==> src/rtl/sjpc_pkg.sv <==
package sjpc_pkg;

    localparam int POSITION_WIDTH_DEF = 16;
    localparam int TIMER_WIDTH_DEF    = 8;

    localparam int CFG_INDEX_WIDTH = 3;
    localparam int CFG_DATA_WIDTH  = 16;
    localparam int PRESET_WIDTH    = 16;
    localparam int SETTING_WIDTH   = 8;
    localparam int SEL_WIDTH       = 2;

    localparam logic [CFG_INDEX_WIDTH-1:0] CFG_PRESET_0    = 3'd0;
    localparam logic [CFG_INDEX_WIDTH-1:0] CFG_PRESET_1    = 3'd1;
    localparam logic [CFG_INDEX_WIDTH-1:0] CFG_PRESET_2    = 3'd2;
    localparam logic [CFG_INDEX_WIDTH-1:0] CFG_JOG_STEPS   = 3'd3;
    localparam logic [CFG_INDEX_WIDTH-1:0] CFG_DEBOUNCE    = 3'd4;
    localparam logic [CFG_INDEX_WIDTH-1:0] CFG_STEP_PERIOD = 3'd5;

    localparam logic signed [PRESET_WIDTH-1:0] PRESET_0_RST    = 16'sd72;
    localparam logic signed [PRESET_WIDTH-1:0] PRESET_1_RST    = 16'sd144;
    localparam logic signed [PRESET_WIDTH-1:0] PRESET_2_RST    = 16'sd250;
    localparam logic [SETTING_WIDTH-1:0]       JOG_STEPS_RST   = 8'd10;
    localparam logic [SETTING_WIDTH-1:0]       DEBOUNCE_RST    = 8'd5;
    localparam logic [SETTING_WIDTH-1:0]       STEP_PERIOD_RST = 8'd11;

    localparam logic [SEL_WIDTH-1:0] PRESET_LAST = 2'd2;

    typedef enum logic [1:0] {
        REQ_ENC_A  = 2'd0,
        REQ_ENC_B  = 2'd1,
        REQ_BUTTON = 2'd2,
        REQ_TICK   = 2'd3
    } t_req;

    typedef enum logic {
        BTN_IDLE    = 1'b0,
        BTN_PENDING = 1'b1
    } t_btn_phase;

endpackage

==> src/rtl/sjpc_preset_move.sv <==
module sjpc_preset_move #(
    parameter int POSITION_WIDTH = sjpc_pkg::POSITION_WIDTH_DEF
) (
    input  logic [sjpc_pkg::SEL_WIDTH-1:0]           i_sel,
    input  logic signed [sjpc_pkg::PRESET_WIDTH-1:0] i_preset_0,
    input  logic signed [sjpc_pkg::PRESET_WIDTH-1:0] i_preset_1,
    input  logic signed [sjpc_pkg::PRESET_WIDTH-1:0] i_preset_2,
    input  logic signed [POSITION_WIDTH-1:0]         i_position,
    output logic                                     o_dir,
    output logic [POSITION_WIDTH-1:0]                o_steps
);
    import sjpc_pkg::*;

    localparam int EXT_W = (POSITION_WIDTH > PRESET_WIDTH ? POSITION_WIDTH : PRESET_WIDTH) + 1;

    logic signed [PRESET_WIDTH-1:0]   target;
    logic signed [EXT_W-1:0]          target_ext;
    logic signed [EXT_W-1:0]          pos_max_ext;
    logic signed [EXT_W-1:0]          pos_min_ext;
    logic signed [POSITION_WIDTH-1:0] target_clamp;
    logic signed [POSITION_WIDTH:0]   diff;
    logic [POSITION_WIDTH:0]          diff_abs;

    always_comb begin
        unique case (i_sel)
            2'd1:    target = i_preset_1;
            2'd2:    target = i_preset_2;
            default: target = i_preset_0;
        endcase
    end

    assign target_ext  = EXT_W'(target);
    assign pos_max_ext = EXT_W'({1'b0, {(POSITION_WIDTH-1){1'b1}}});
    assign pos_min_ext = ~pos_max_ext;

    always_comb begin
        priority if (target_ext > pos_max_ext) begin
            target_clamp = pos_max_ext[POSITION_WIDTH-1:0];
        end else if (target_ext < pos_min_ext) begin
            target_clamp = pos_min_ext[POSITION_WIDTH-1:0];
        end else begin
            target_clamp = target_ext[POSITION_WIDTH-1:0];
        end
    end

    assign diff     = (POSITION_WIDTH+1)'(target_clamp) - (POSITION_WIDTH+1)'(i_position);
    assign diff_abs = diff[POSITION_WIDTH] ? -diff : diff;
    assign o_dir    = !diff[POSITION_WIDTH] && (diff != '0);
    assign o_steps  = diff_abs[POSITION_WIDTH-1:0];

endmodule

==> src/rtl/stepper_jog_preset_controller.sv <==
// An accepted input beat's result beat is registered and is valid in the cycle after the beat.
// Throughput: one item per cycle unless a held result stalls on i_ready low; the whole
// event update is one pass of logic from the state registers into the state and result registers.
// Reset (i_rst_n low, synchronous): state cleared, prev A level high,
// configuration back to its defaults, no result pending.
module stepper_jog_preset_controller #(
    parameter int POSITION_WIDTH = sjpc_pkg::POSITION_WIDTH_DEF,
    parameter int TIMER_WIDTH    = sjpc_pkg::TIMER_WIDTH_DEF
) (
    input  logic                                     i_clk,
    input  logic                                     i_rst_n,
    input  logic                                     i_cfg_valid,
    output logic                                     o_cfg_ready,
    input  logic [sjpc_pkg::CFG_INDEX_WIDTH-1:0]     i_cfg_index,
    input  logic [sjpc_pkg::CFG_DATA_WIDTH-1:0]      i_cfg_data,
    input  logic                                     i_valid,
    output logic                                     o_ready,
    input  logic [1:0]                               i_req_type,
    input  logic                                     i_enc_a,
    input  logic                                     i_enc_b,
    output logic                                     o_valid,
    input  logic                                     i_ready,
    output logic                                     o_step_pulse,
    output logic                                     o_step_dir,
    output logic signed [POSITION_WIDTH-1:0]         o_position,
    output logic                                     o_moving,
    output logic [sjpc_pkg::SEL_WIDTH-1:0]           o_preset_index
);
    import sjpc_pkg::*;

    localparam logic signed [POSITION_WIDTH-1:0] POS_MAX = {1'b0, {(POSITION_WIDTH-1){1'b1}}};
    localparam logic signed [POSITION_WIDTH-1:0] POS_MIN = ~POS_MAX;

    // configuration
    logic signed [PRESET_WIDTH-1:0] r_preset_0, r_preset_1, r_preset_2;
    logic [SETTING_WIDTH-1:0]       r_jog_steps, r_debounce, r_step_period;

    // controller state
    logic signed [POSITION_WIDTH-1:0] r_position, n_position;
    logic [POSITION_WIDTH-1:0]        r_steps_left, n_steps_left;
    logic                             r_dir, n_dir;
    logic [TIMER_WIDTH-1:0]           r_tick_wait, n_tick_wait;
    logic [TIMER_WIDTH-1:0]           r_lock_a, n_lock_a;
    logic [TIMER_WIDTH-1:0]           r_lock_b, n_lock_b;
    logic [TIMER_WIDTH-1:0]           r_lock_btn, n_lock_btn;
    t_btn_phase                       r_phase, n_phase;
    logic [SEL_WIDTH-1:0]             r_sel, n_sel;
    logic                             r_prev_a, n_prev_a;
    logic                             r_out_valid, n_out_valid;
    logic                             r_pulse, n_pulse;

    logic                   in_beat;
    logic [TIMER_WIDTH-1:0] lock_load;
    logic [TIMER_WIDTH-1:0] period_reload;
    logic [TIMER_WIDTH-1:0] tw;
    logic [SEL_WIDTH-1:0]   sel_adv;
    logic [SEL_WIDTH-1:0]   move_sel;
    logic                   mv_dir;
    logic [POSITION_WIDTH-1:0] mv_steps;
    t_req                   req;

    assign req           = t_req'(i_req_type);
    assign o_ready       = !r_out_valid || i_ready;
    assign in_beat       = i_valid && o_ready;
    assign o_cfg_ready   = 1'b1;
    assign lock_load     = TIMER_WIDTH'(r_debounce);
    assign period_reload = (r_step_period == '0) ? '0 : TIMER_WIDTH'(r_step_period - 8'd1);
    assign sel_adv       = (r_sel >= PRESET_LAST) ? '0 : r_sel + 2'd1;
    assign move_sel      = (req == REQ_BUTTON) ? sel_adv : r_sel;

    sjpc_preset_move #(
        .POSITION_WIDTH(POSITION_WIDTH)
    ) u_move (
        .i_sel      (move_sel),
        .i_preset_0 (r_preset_0),
        .i_preset_1 (r_preset_1),
        .i_preset_2 (r_preset_2),
        .i_position (r_position),
        .o_dir      (mv_dir),
        .o_steps    (mv_steps)
    );

    always_comb begin
        n_position   = r_position;
        n_steps_left = r_steps_left;
        n_dir        = r_dir;
        n_tick_wait  = r_tick_wait;
        n_lock_a     = r_lock_a;
        n_lock_b     = r_lock_b;
        n_lock_btn   = r_lock_btn;
        n_phase      = r_phase;
        n_sel        = r_sel;
        n_prev_a     = r_prev_a;
        n_pulse      = r_pulse;
        tw           = '0;
        n_out_valid  = r_out_valid && !i_ready;
        if (in_beat) begin
            n_out_valid = 1'b1;
            n_pulse     = 1'b0;
            unique case (req)
                REQ_ENC_A: begin
                    if (r_lock_a == '0) begin
                        n_lock_a = lock_load;
                        if (r_steps_left == '0) begin
                            if (i_enc_a != r_prev_a && i_enc_a && !i_enc_b) begin
                                n_steps_left = POSITION_WIDTH'(r_jog_steps);
                                n_dir        = 1'b1;
                            end
                            n_prev_a = i_enc_a;
                        end
                    end
                end
                REQ_ENC_B: begin
                    if (r_lock_b == '0) begin
                        n_lock_b = lock_load;
                        if (r_steps_left == '0 && !i_enc_a && i_enc_b) begin
                            n_steps_left = POSITION_WIDTH'(r_jog_steps);
                            n_dir        = 1'b0;
                        end
                    end
                end
                REQ_BUTTON: begin
                    if (r_lock_btn == '0) begin
                        n_sel      = sel_adv;
                        n_lock_btn = lock_load;
                        n_phase    = BTN_PENDING;
                        if (lock_load == '0) begin
                            n_steps_left = mv_steps;
                            n_dir        = mv_dir;
                            n_phase      = BTN_IDLE;
                        end
                    end
                end
                REQ_TICK: begin
                    if (r_lock_a != '0) n_lock_a = r_lock_a - 1'b1;
                    if (r_lock_b != '0) n_lock_b = r_lock_b - 1'b1;
                    if (r_lock_btn != '0) begin
                        n_lock_btn = r_lock_btn - 1'b1;
                        if (n_lock_btn == '0 && r_phase == BTN_PENDING) begin
                            n_steps_left = mv_steps;
                            n_dir        = mv_dir;
                            n_phase      = BTN_IDLE;
                        end
                    end
                    tw = (r_tick_wait != '0) ? r_tick_wait - 1'b1 : '0;
                    if (n_steps_left != '0 && tw == '0) begin
                        n_steps_left = n_steps_left - 1'b1;
                        tw           = period_reload;
                        if (n_dir) begin
                            if (r_position != POS_MAX) begin
                                n_position = r_position + 1'b1;
                                n_pulse    = 1'b1;
                            end
                        end else begin
                            if (r_position != POS_MIN) begin
                                n_position = r_position - 1'b1;
                                n_pulse    = 1'b1;
                            end
                        end
                    end
                    n_tick_wait = tw;
                end
                default: begin
                end
            endcase
        end
    end

    always_ff @(posedge i_clk) begin
        if (!i_rst_n) begin
            r_position   <= '0;
            r_steps_left <= '0;
            r_dir        <= 1'b0;
            r_tick_wait  <= '0;
            r_lock_a     <= '0;
            r_lock_b     <= '0;
            r_lock_btn   <= '0;
            r_phase      <= BTN_IDLE;
            r_sel        <= '0;
            r_prev_a     <= 1'b1;
            r_out_valid  <= 1'b0;
            r_pulse      <= 1'b0;
        end else begin
            r_position   <= n_position;
            r_steps_left <= n_steps_left;
            r_dir        <= n_dir;
            r_tick_wait  <= n_tick_wait;
            r_lock_a     <= n_lock_a;
            r_lock_b     <= n_lock_b;
            r_lock_btn   <= n_lock_btn;
            r_phase      <= n_phase;
            r_sel        <= n_sel;
            r_prev_a     <= n_prev_a;
            r_out_valid  <= n_out_valid;
            r_pulse      <= n_pulse;
        end
    end

    always_ff @(posedge i_clk) begin
        if (!i_rst_n) begin
            r_preset_0    <= PRESET_0_RST;
            r_preset_1    <= PRESET_1_RST;
            r_preset_2    <= PRESET_2_RST;
            r_jog_steps   <= JOG_STEPS_RST;
            r_debounce    <= DEBOUNCE_RST;
            r_step_period <= STEP_PERIOD_RST;
        end else if (i_cfg_valid) begin
            unique case (i_cfg_index)
                CFG_PRESET_0:    r_preset_0    <= i_cfg_data;
                CFG_PRESET_1:    r_preset_1    <= i_cfg_data;
                CFG_PRESET_2:    r_preset_2    <= i_cfg_data;
                CFG_JOG_STEPS:   r_jog_steps   <= i_cfg_data[SETTING_WIDTH-1:0];
                CFG_DEBOUNCE:    r_debounce    <= i_cfg_data[SETTING_WIDTH-1:0];
                CFG_STEP_PERIOD: r_step_period <= i_cfg_data[SETTING_WIDTH-1:0];
                default: begin
                end
            endcase
        end
    end

    // state only advances on a beat that finds the result slot free or being taken,
    // so the state registers always hold the last item's result
    assign o_valid        = r_out_valid;
    assign o_step_pulse   = r_pulse;
    assign o_step_dir     = r_dir;
    assign o_position     = r_position;
    assign o_moving       = (r_steps_left != '0);
    assign o_preset_index = r_sel;

endmodule
==> config.mk <==
export PLATFORM = sky130hd
export DESIGN_NAME = stepper_jog_preset_controller
export DESIGN_NICKNAME = d
export VERILOG_FILES = /design/src/rtl/sjpc_pkg.sv /design/src/rtl/sjpc_preset_move.sv /design/src/rtl/stepper_jog_preset_controller.sv
export SDC_FILE = /design/constraint.sdc
export NUM_CORES = 1
export LEC_CHECK = 0
export ABC_AREA = 0
export BUFFER_PORTS_ARGS = -buffer_cell sky130_fd_sc_hd__buf_2
export CORE_ASPECT_RATIO = 0.5
export CORE_MARGIN = 2
export CORE_UTILIZATION = 38
export CTS_CLUSTER_SIZE = 10
export DETAILED_ROUTE_END_ITERATION = 8
export GPL_ROUTABILITY_DRIVEN = 0
export PLACE_DENSITY = 0.63
export SYNTH_ARGS = -nofsm -noshare
export SYNTH_HDL_FRONTEND = slang
export SYNTH_HIERARCHICAL = 1
export SYNTH_SLANG_ARGS = --single-unit
==> constraint.sdc <==
create_clock -name i_clk -period 12 [get_ports i_clk]
set_clock_uncertainty 0.05 [all_clocks]
set_input_delay 1.8 -clock i_clk [delete_from_list [all_inputs] [get_ports i_clk]]
set_output_delay 1.8 -clock i_clk [all_outputs]
set_load 0.03 [all_outputs]
**Word-level counts from Yosys, hierarchy flattened**

Cells that the tools add are included.

- Reduce and logical (&&, ||, !) cells: 51
- $lt $le $gt $ge: 3
- Multiplexer cells: 57
- $add $sub $neg: 11
- Equality and inequality tests: 25

Operators by type and width:

| cell | number |
|---|---|
| $mux 16 | 18 |
| $mux 8 | 9 |
| $pmux 16 s4 | 1 |
| $logic_not 8->1 | 7 |
| $pmux 8 s2 | 3 |
| $sub 8x1->8 const B | 5 |
| $ne 16x16->1 const B | 2 |
| $pmux 16 s2 | 1 |
| $reduce_bool 16->1 | 2 |
| $reduce_bool 8->1 | 4 |
| $sub 16x1->16 const B | 2 |
| $mux 1 | 21 |
| $ne 2x2->1 const B | 9 |
| $reduce_bool 17->1 | 1 |
| $sub 16x16->17 | 1 |
| $add 16x1->16 const B | 1 |
| $gt 16x16->1 const B | 1 |
| $logic_not 16->1 | 1 |
| $lt 16x16->1 const B | 1 |
| $neg 16->16 | 1 |
| $reduce_and 4->1 | 4 |
| $reduce_and 2->1 | 7 |
| $reduce_and 5->1 | 2 |
| $logic_and 1x1->1 | 9 |
| other kinds (19) | 34 |

- Output and inout bits: 24
- Word-level logic and storage cells: 165
- Register bits after elaboration: 143
- Bits of input ports: 28

**Depth between registers and ports, before layout**

- Depth after elaboration: 19
- Mapped depth: 31
- Mapped depth without buffers: 29

**Modules after synthesis**

Netlist, hierarchy kept.

By module, submodules not included:

| module | area an instance (um^2) | cells an instance | sequential area each (um^2) | instances |
|---|---|---|---|---|
| stepper_jog_preset_controller | 8,151.6 | 1,076 | 2,862.7 | 1 |
| sjpc_preset_move | 1,645.3 | 249 | 0.0 | 1 |

**Worst setup path before layout**

No wires, ideal clock.

- Path type: input-to-reg
- Start: input port i_req_type[1]
- End: register r_position[12] (netlist: o_position[12])
- Data arrival time: 8,472 ps
- Path buffers: 3
- Setup time: 116 ps
- Data required time: 11,834 ps
- Stages: 29
- Slack: 3,363 ps
- Cell sequence: clkbuf_1 nor2b_1 mux2_2 inv_1 ha_1 clkbuf_1 clkbuf_1 a22oi_1 o21ai_0 ha_1 a21oi_1 nor2b_2 or4_1 a221oi_2 nand4_1 nor3_2 nand2_1 o31a_1 mux2i_2 ha_1 nor2b_1 o21ai_0 a21boi_0 o41ai_1 o21ai_0 a21o_1 a211oi_1 nor4b_2 a31o_1

- Elaborated cells between the ends (all ways): 30
- Those cells by class: add/sub (2); order compare (2); eq/ne (5); mux (14); reduce/logical (7)

RTL lines:

| item | line | RTL |
|---|---|---|
| start, declared | stepper_jog_preset_controller.sv:18 | `input logic [1:0] i_req_type,` |
| $eq 2x2->1 (*) | stepper_jog_preset_controller.sv:69 | `assign move_sel = (req == REQ_BUTTON) ? sel_adv : r_sel;` |
| $mux 2 (*) | stepper_jog_preset_controller.sv:69 |  |
| named net move_sel[0] | stepper_jog_preset_controller.sv:57 | `logic [SEL_WIDTH-1:0] move_sel;` |
| $eq 2x2->1 / $eq 2x1->1 (equally long branches) | sjpc_preset_move.sv:25 | `unique case (i_sel)` |
| $pmux 16 s2 (*) | sjpc_preset_move.sv:25 |  |
| $lt 16x16->1 | sjpc_preset_move.sv:39 | `end else if (target_ext < pos_min_ext) begin` |
| $mux 16 | sjpc_preset_move.sv:39 |  |
| $mux 16 (*) | sjpc_preset_move.sv:37 | `priority if (target_ext > pos_max_ext) begin` |
| [2 not listed] | n/a |  |
| $logic_and 1x1->1 (*) | sjpc_preset_move.sv:48 | `assign o_dir = !diff[POSITION_WIDTH] && (diff != '0);` |
| named net mv_dir | stepper_jog_preset_controller.sv:58 | `logic mv_dir;` |
| $mux 1 (*) | stepper_jog_preset_controller.sv:139 | `if (n_lock_btn == '0 && r_phase == BTN_PENDING) begin` |
| $mux 1 (*) | stepper_jog_preset_controller.sv:137 | `if (r_lock_btn != '0) begin` |
| $mux 1 (*) | stepper_jog_preset_controller.sv:100 | `unique case (req)` |
| $mux 1 (*) | stepper_jog_preset_controller.sv:97 | `if (in_beat) begin` |
| $ne 2x1->1 (no line) / $reduce_bool 2->1 (equally long branches) | n/a |  |
| $reduce_and 5->1 (no line) | n/a |  |
| end signal, assigned | stepper_jog_preset_controller.sv:184 | `r_position <= n_position;` |
| end, declared | stepper_jog_preset_controller.sv:39 | `logic signed [POSITION_WIDTH-1:0] r_position, n_position;` |

The timed path passes the listed nets; every way through them passes the cells marked *. The select of a mux whose other input is x is not followed.
A chain may end at the register's enable or synchronous reset.

**Final worst setup path**

Ends and elaborated chain as after synthesis.

==> impl_metrics.env <==
export IMPL_ys_async_sr_fraction_pct=0
export IMPL_min_period_over_period_pct=76.6
export IMPL_seq_area_mm2=0.00286
export IMPL_dr_pass1_iters=6
export IMPL_grt_pass1_vias=8992
export IMPL_ys_flop_type="dfxtp_1"
export IMPL_dieHeight_um=118
export IMPL_setup_tns_ns=0
export IMPL_path_max_fanout=32
export IMPL_max_freq_mhz=109
export IMPL_wl_per_cell_um=16.9
export IMPL_holdCritPathClass="flop to flop"
export IMPL_num_fill_cells=2592
export IMPL_dieArea_mm2=0.0272
export IMPL_drive_gt1_share_pct=10.4
export IMPL_power_density_mw_per_mm2=173
export IMPL_avgViaCountPerCell=5.72
export IMPL_critPathKind="primary input to flop"
export IMPL_hpwl_mm=20.2
export IMPL_r2r_start="o_preset_index[0]"
export IMPL_yosys_warnings=6
export IMPL_syn2layout_area_growth_pct=10.5
export IMPL_grt_pass1_wl_mm=46.3
export IMPL_portBuffers=50
export IMPL_synth_seq_cells=143
export IMPL_critPathArrivalTime_ns=9.48
export IMPL_slowest_stage="ha_1"
export IMPL_status="completed"
export IMPL_cts_tree="yes"
export IMPL_clk_pin_slew_ns=0.07
export IMPL_synth_area_mm2=0.00980
export IMPL_rsz0062_at_grt="false"
export IMPL_grt_max_degree=85
export IMPL_worstHoldEndpoint="r_preset_0[13]"
export IMPL_yosys_top_cells_area="dfxtp_1 29%, nand2_1 8.9%, a21oi_1 6.9%"
export IMPL_tightest_slew_ns=1.03
export IMPL_timing_max_cap_violations=0
export IMPL_final_max_slew_viol_count=0
export IMPL_route_detailed_drc=0
export IMPL_holdWs_ns=0.404
export IMPL_ant_nets=0
export IMPL_num_rows=41
export IMPL_pin_count=52
export IMPL_synth_cell_type_count=93
export IMPL_coreArea_mm2=0.0252
export IMPL_clk_latency_ns=0.44
export IMPL_htree_levels=4
export IMPL_grt_usage_pct=20.9
export IMPL_cp_required_ns=12.29
export IMPL_max_stage_delay_ns=0.80
export IMPL_final_common_cell="nand2_1"
export IMPL_wl_mm=28.6
export IMPL_overflow=0
export IMPL_fp_dieW_um=231
export IMPL_clk_path_buf_depth=2
export IMPL_hold_buffers=0
export IMPL_p_leak_nw=4.13
export IMPL_final_cell_mix="233 x nand2_1, 143 x dfxtp_1, 135 x a21oi_1"
export IMPL_synth_edf_count=0
export IMPL_reg2reg_depth=25
export IMPL_final_util_pct=42.9
export IMPL_via_count=9664
export IMPL_hold_path_depth=2
export IMPL_endpoint_kind="flop"
export IMPL_synth_largest_area_cell="dfxtp_1"
export IMPL_syn_inst=1325
export IMPL_multiInputGateArea_mm2=0.00646
export IMPL_setup_viol=0
export IMPL_synthesis_nets=1398
export IMPL_cts_sinks=143
export IMPL_cts_root_buf="clkbuf_16"
export IMPL_numCtsBuffers=17
export IMPL_start_kind="primary input"
export IMPL_hold_viol=0
export IMPL_synth_top_area_share_pct=29.2
export IMPL_syn_avg_cell_area_um2=7.39
export IMPL_post_cts_buffers=0
export IMPL_maxSlewHeadroom_pct=31.0
export IMPL_ir_worst_vdd_v=0.0000790
export IMPL_drt_iter0_markers=778
export IMPL_initial_core_util_pct=38.8
export IMPL_layout_min_cycle_time_ns=9.19
export IMPL_grt_antenna_before_repair=1
export IMPL_yosysSeqAreaShare_pct=29.2
export IMPL_r2r_end="o_position[12]"
export IMPL_fin_nets=1406
export IMPL_ctsResizeCount=0
export IMPL_worstHoldStart="r_preset_0[13]"
export IMPL_reg2reg_slack_ns=4.70
Yosys cell counts, types with 19 or more instances:
library cell / instances
nand2_1: 233
dfxtp_1: 143
a21oi_1: 135
nor2_1: 114
o21ai_0: 71
clkbuf_1: 52
inv_1: 50
ha_1: 43
nor3_1: 37
xnor2_1: 37
nand3_1: 36
mux2i_1: 32
a31oi_1: 22
a22oi_1: 21
or3_1: 19
power by group:
part / leakage (nW) / internal (mW) / switching [mW] / total, mW
sequential: 1.16 / 0.500 / 0.0323 / 0.533
clock: 0.281 / 0.320 / 0.214 / 0.534
combinational: 2.69 / 0.298 / 0.507 / 0.806
total: 4.13 / 1.12 / 0.754 / 1.87
how the worst max path moves through the flow:
| stage | start | end | slack, ns | depth (start not counted) |
|---|---|---|---|---|
| after global routing | i_req_type[1] | o_position[12] | 2.12 | 27 |
| after CTS | i_req_type[1] | o_position[12] | 2.91 | 26 |
| after floorplan | i_req_type[1] | o_position[12] | 3.36 | 29 |
| final | i_req_type[1] | o_position[12] | 2.81 | 26 |
| after global placement | i_req_type[1] | o_position[12] | 2.68 | 27 |
| after detailed placement | i_req_type[1] | o_position[12] | 2.47 | 26 |
through the flow:
| step | power [mW] | instance area, µm² | instances | setup WS [ns] |
|---|---|---|---|---|
| detailed placement | 1.33 | 10200 | 1658 | 2.47 |
| finish | 1.87 | 10800 | 1689 | 2.81 |
| floorplan | 1.16 | 9800 | 1325 | 3.36 |
| global route | 1.99 | 10800 | 1689 | 2.12 |
| global placement | 1.31 | 10200 | 1658 | 2.68 |
| CTS | 1.87 | 10800 | 1688 | 2.91 |
metal layers:
layer	track usage, %	share of wire (%)	up-vias
met1	28.1	46	4563
met3	4.05	5.4	45
met4	6.69	2.2	0
met5	0	0	-
met2	33.7	46	270
li1	-	-	4786
worst max-delay path: cells and delay by family:
kind,cells,cell delay (ns)
AO/OA/AOI/OAI,11,3.09
adder cells (fa/ha/maj),3,1.45
buffers and inverters,2,0.66
multiplexers,2,0.57
AND/OR/NAND/NOR,8,1.90
area by class of cell:
class,instances,share of cell area (%)
multi-input cells,1062,59.6
clock buffers,21,4.34
inverters,53,1.85
well taps,344,3.97
diodes,1,0.0231
repair buffers,56,2.73
flip-flops and latches,143,26.4
clock inverters,9,1.03
sequential cells by signal, summed over array words and instances, names as in the netlist, 2 cells and up:
register and count:
lock_load 8, r_lock_btn 8, r_jog_steps 8, r_tick_wait 8, r_step_period 8, r_lock_a 8
o_preset_index 2, r_lock_b 8, r_steps_left 16, r_preset_2 16, r_preset_0 16, r_preset_1 16
o_position 16
kinds of logic after synthesis:
group                      after synthesis  share of synthesized area [%]
AOI/OAI and AO/OA                      356                           23.1
xor gates and xnor gates                45                           4.02
adders and majority gates               45                           5.90
buffers and inverters                  120                           4.87
DFF                                    143                           29.2
muxes                                   37                           3.87
other                                    1                         0.0383
and+or+nand+nor                        578                           29.0
Note: power is estimated with default switching activity, not from simulation.
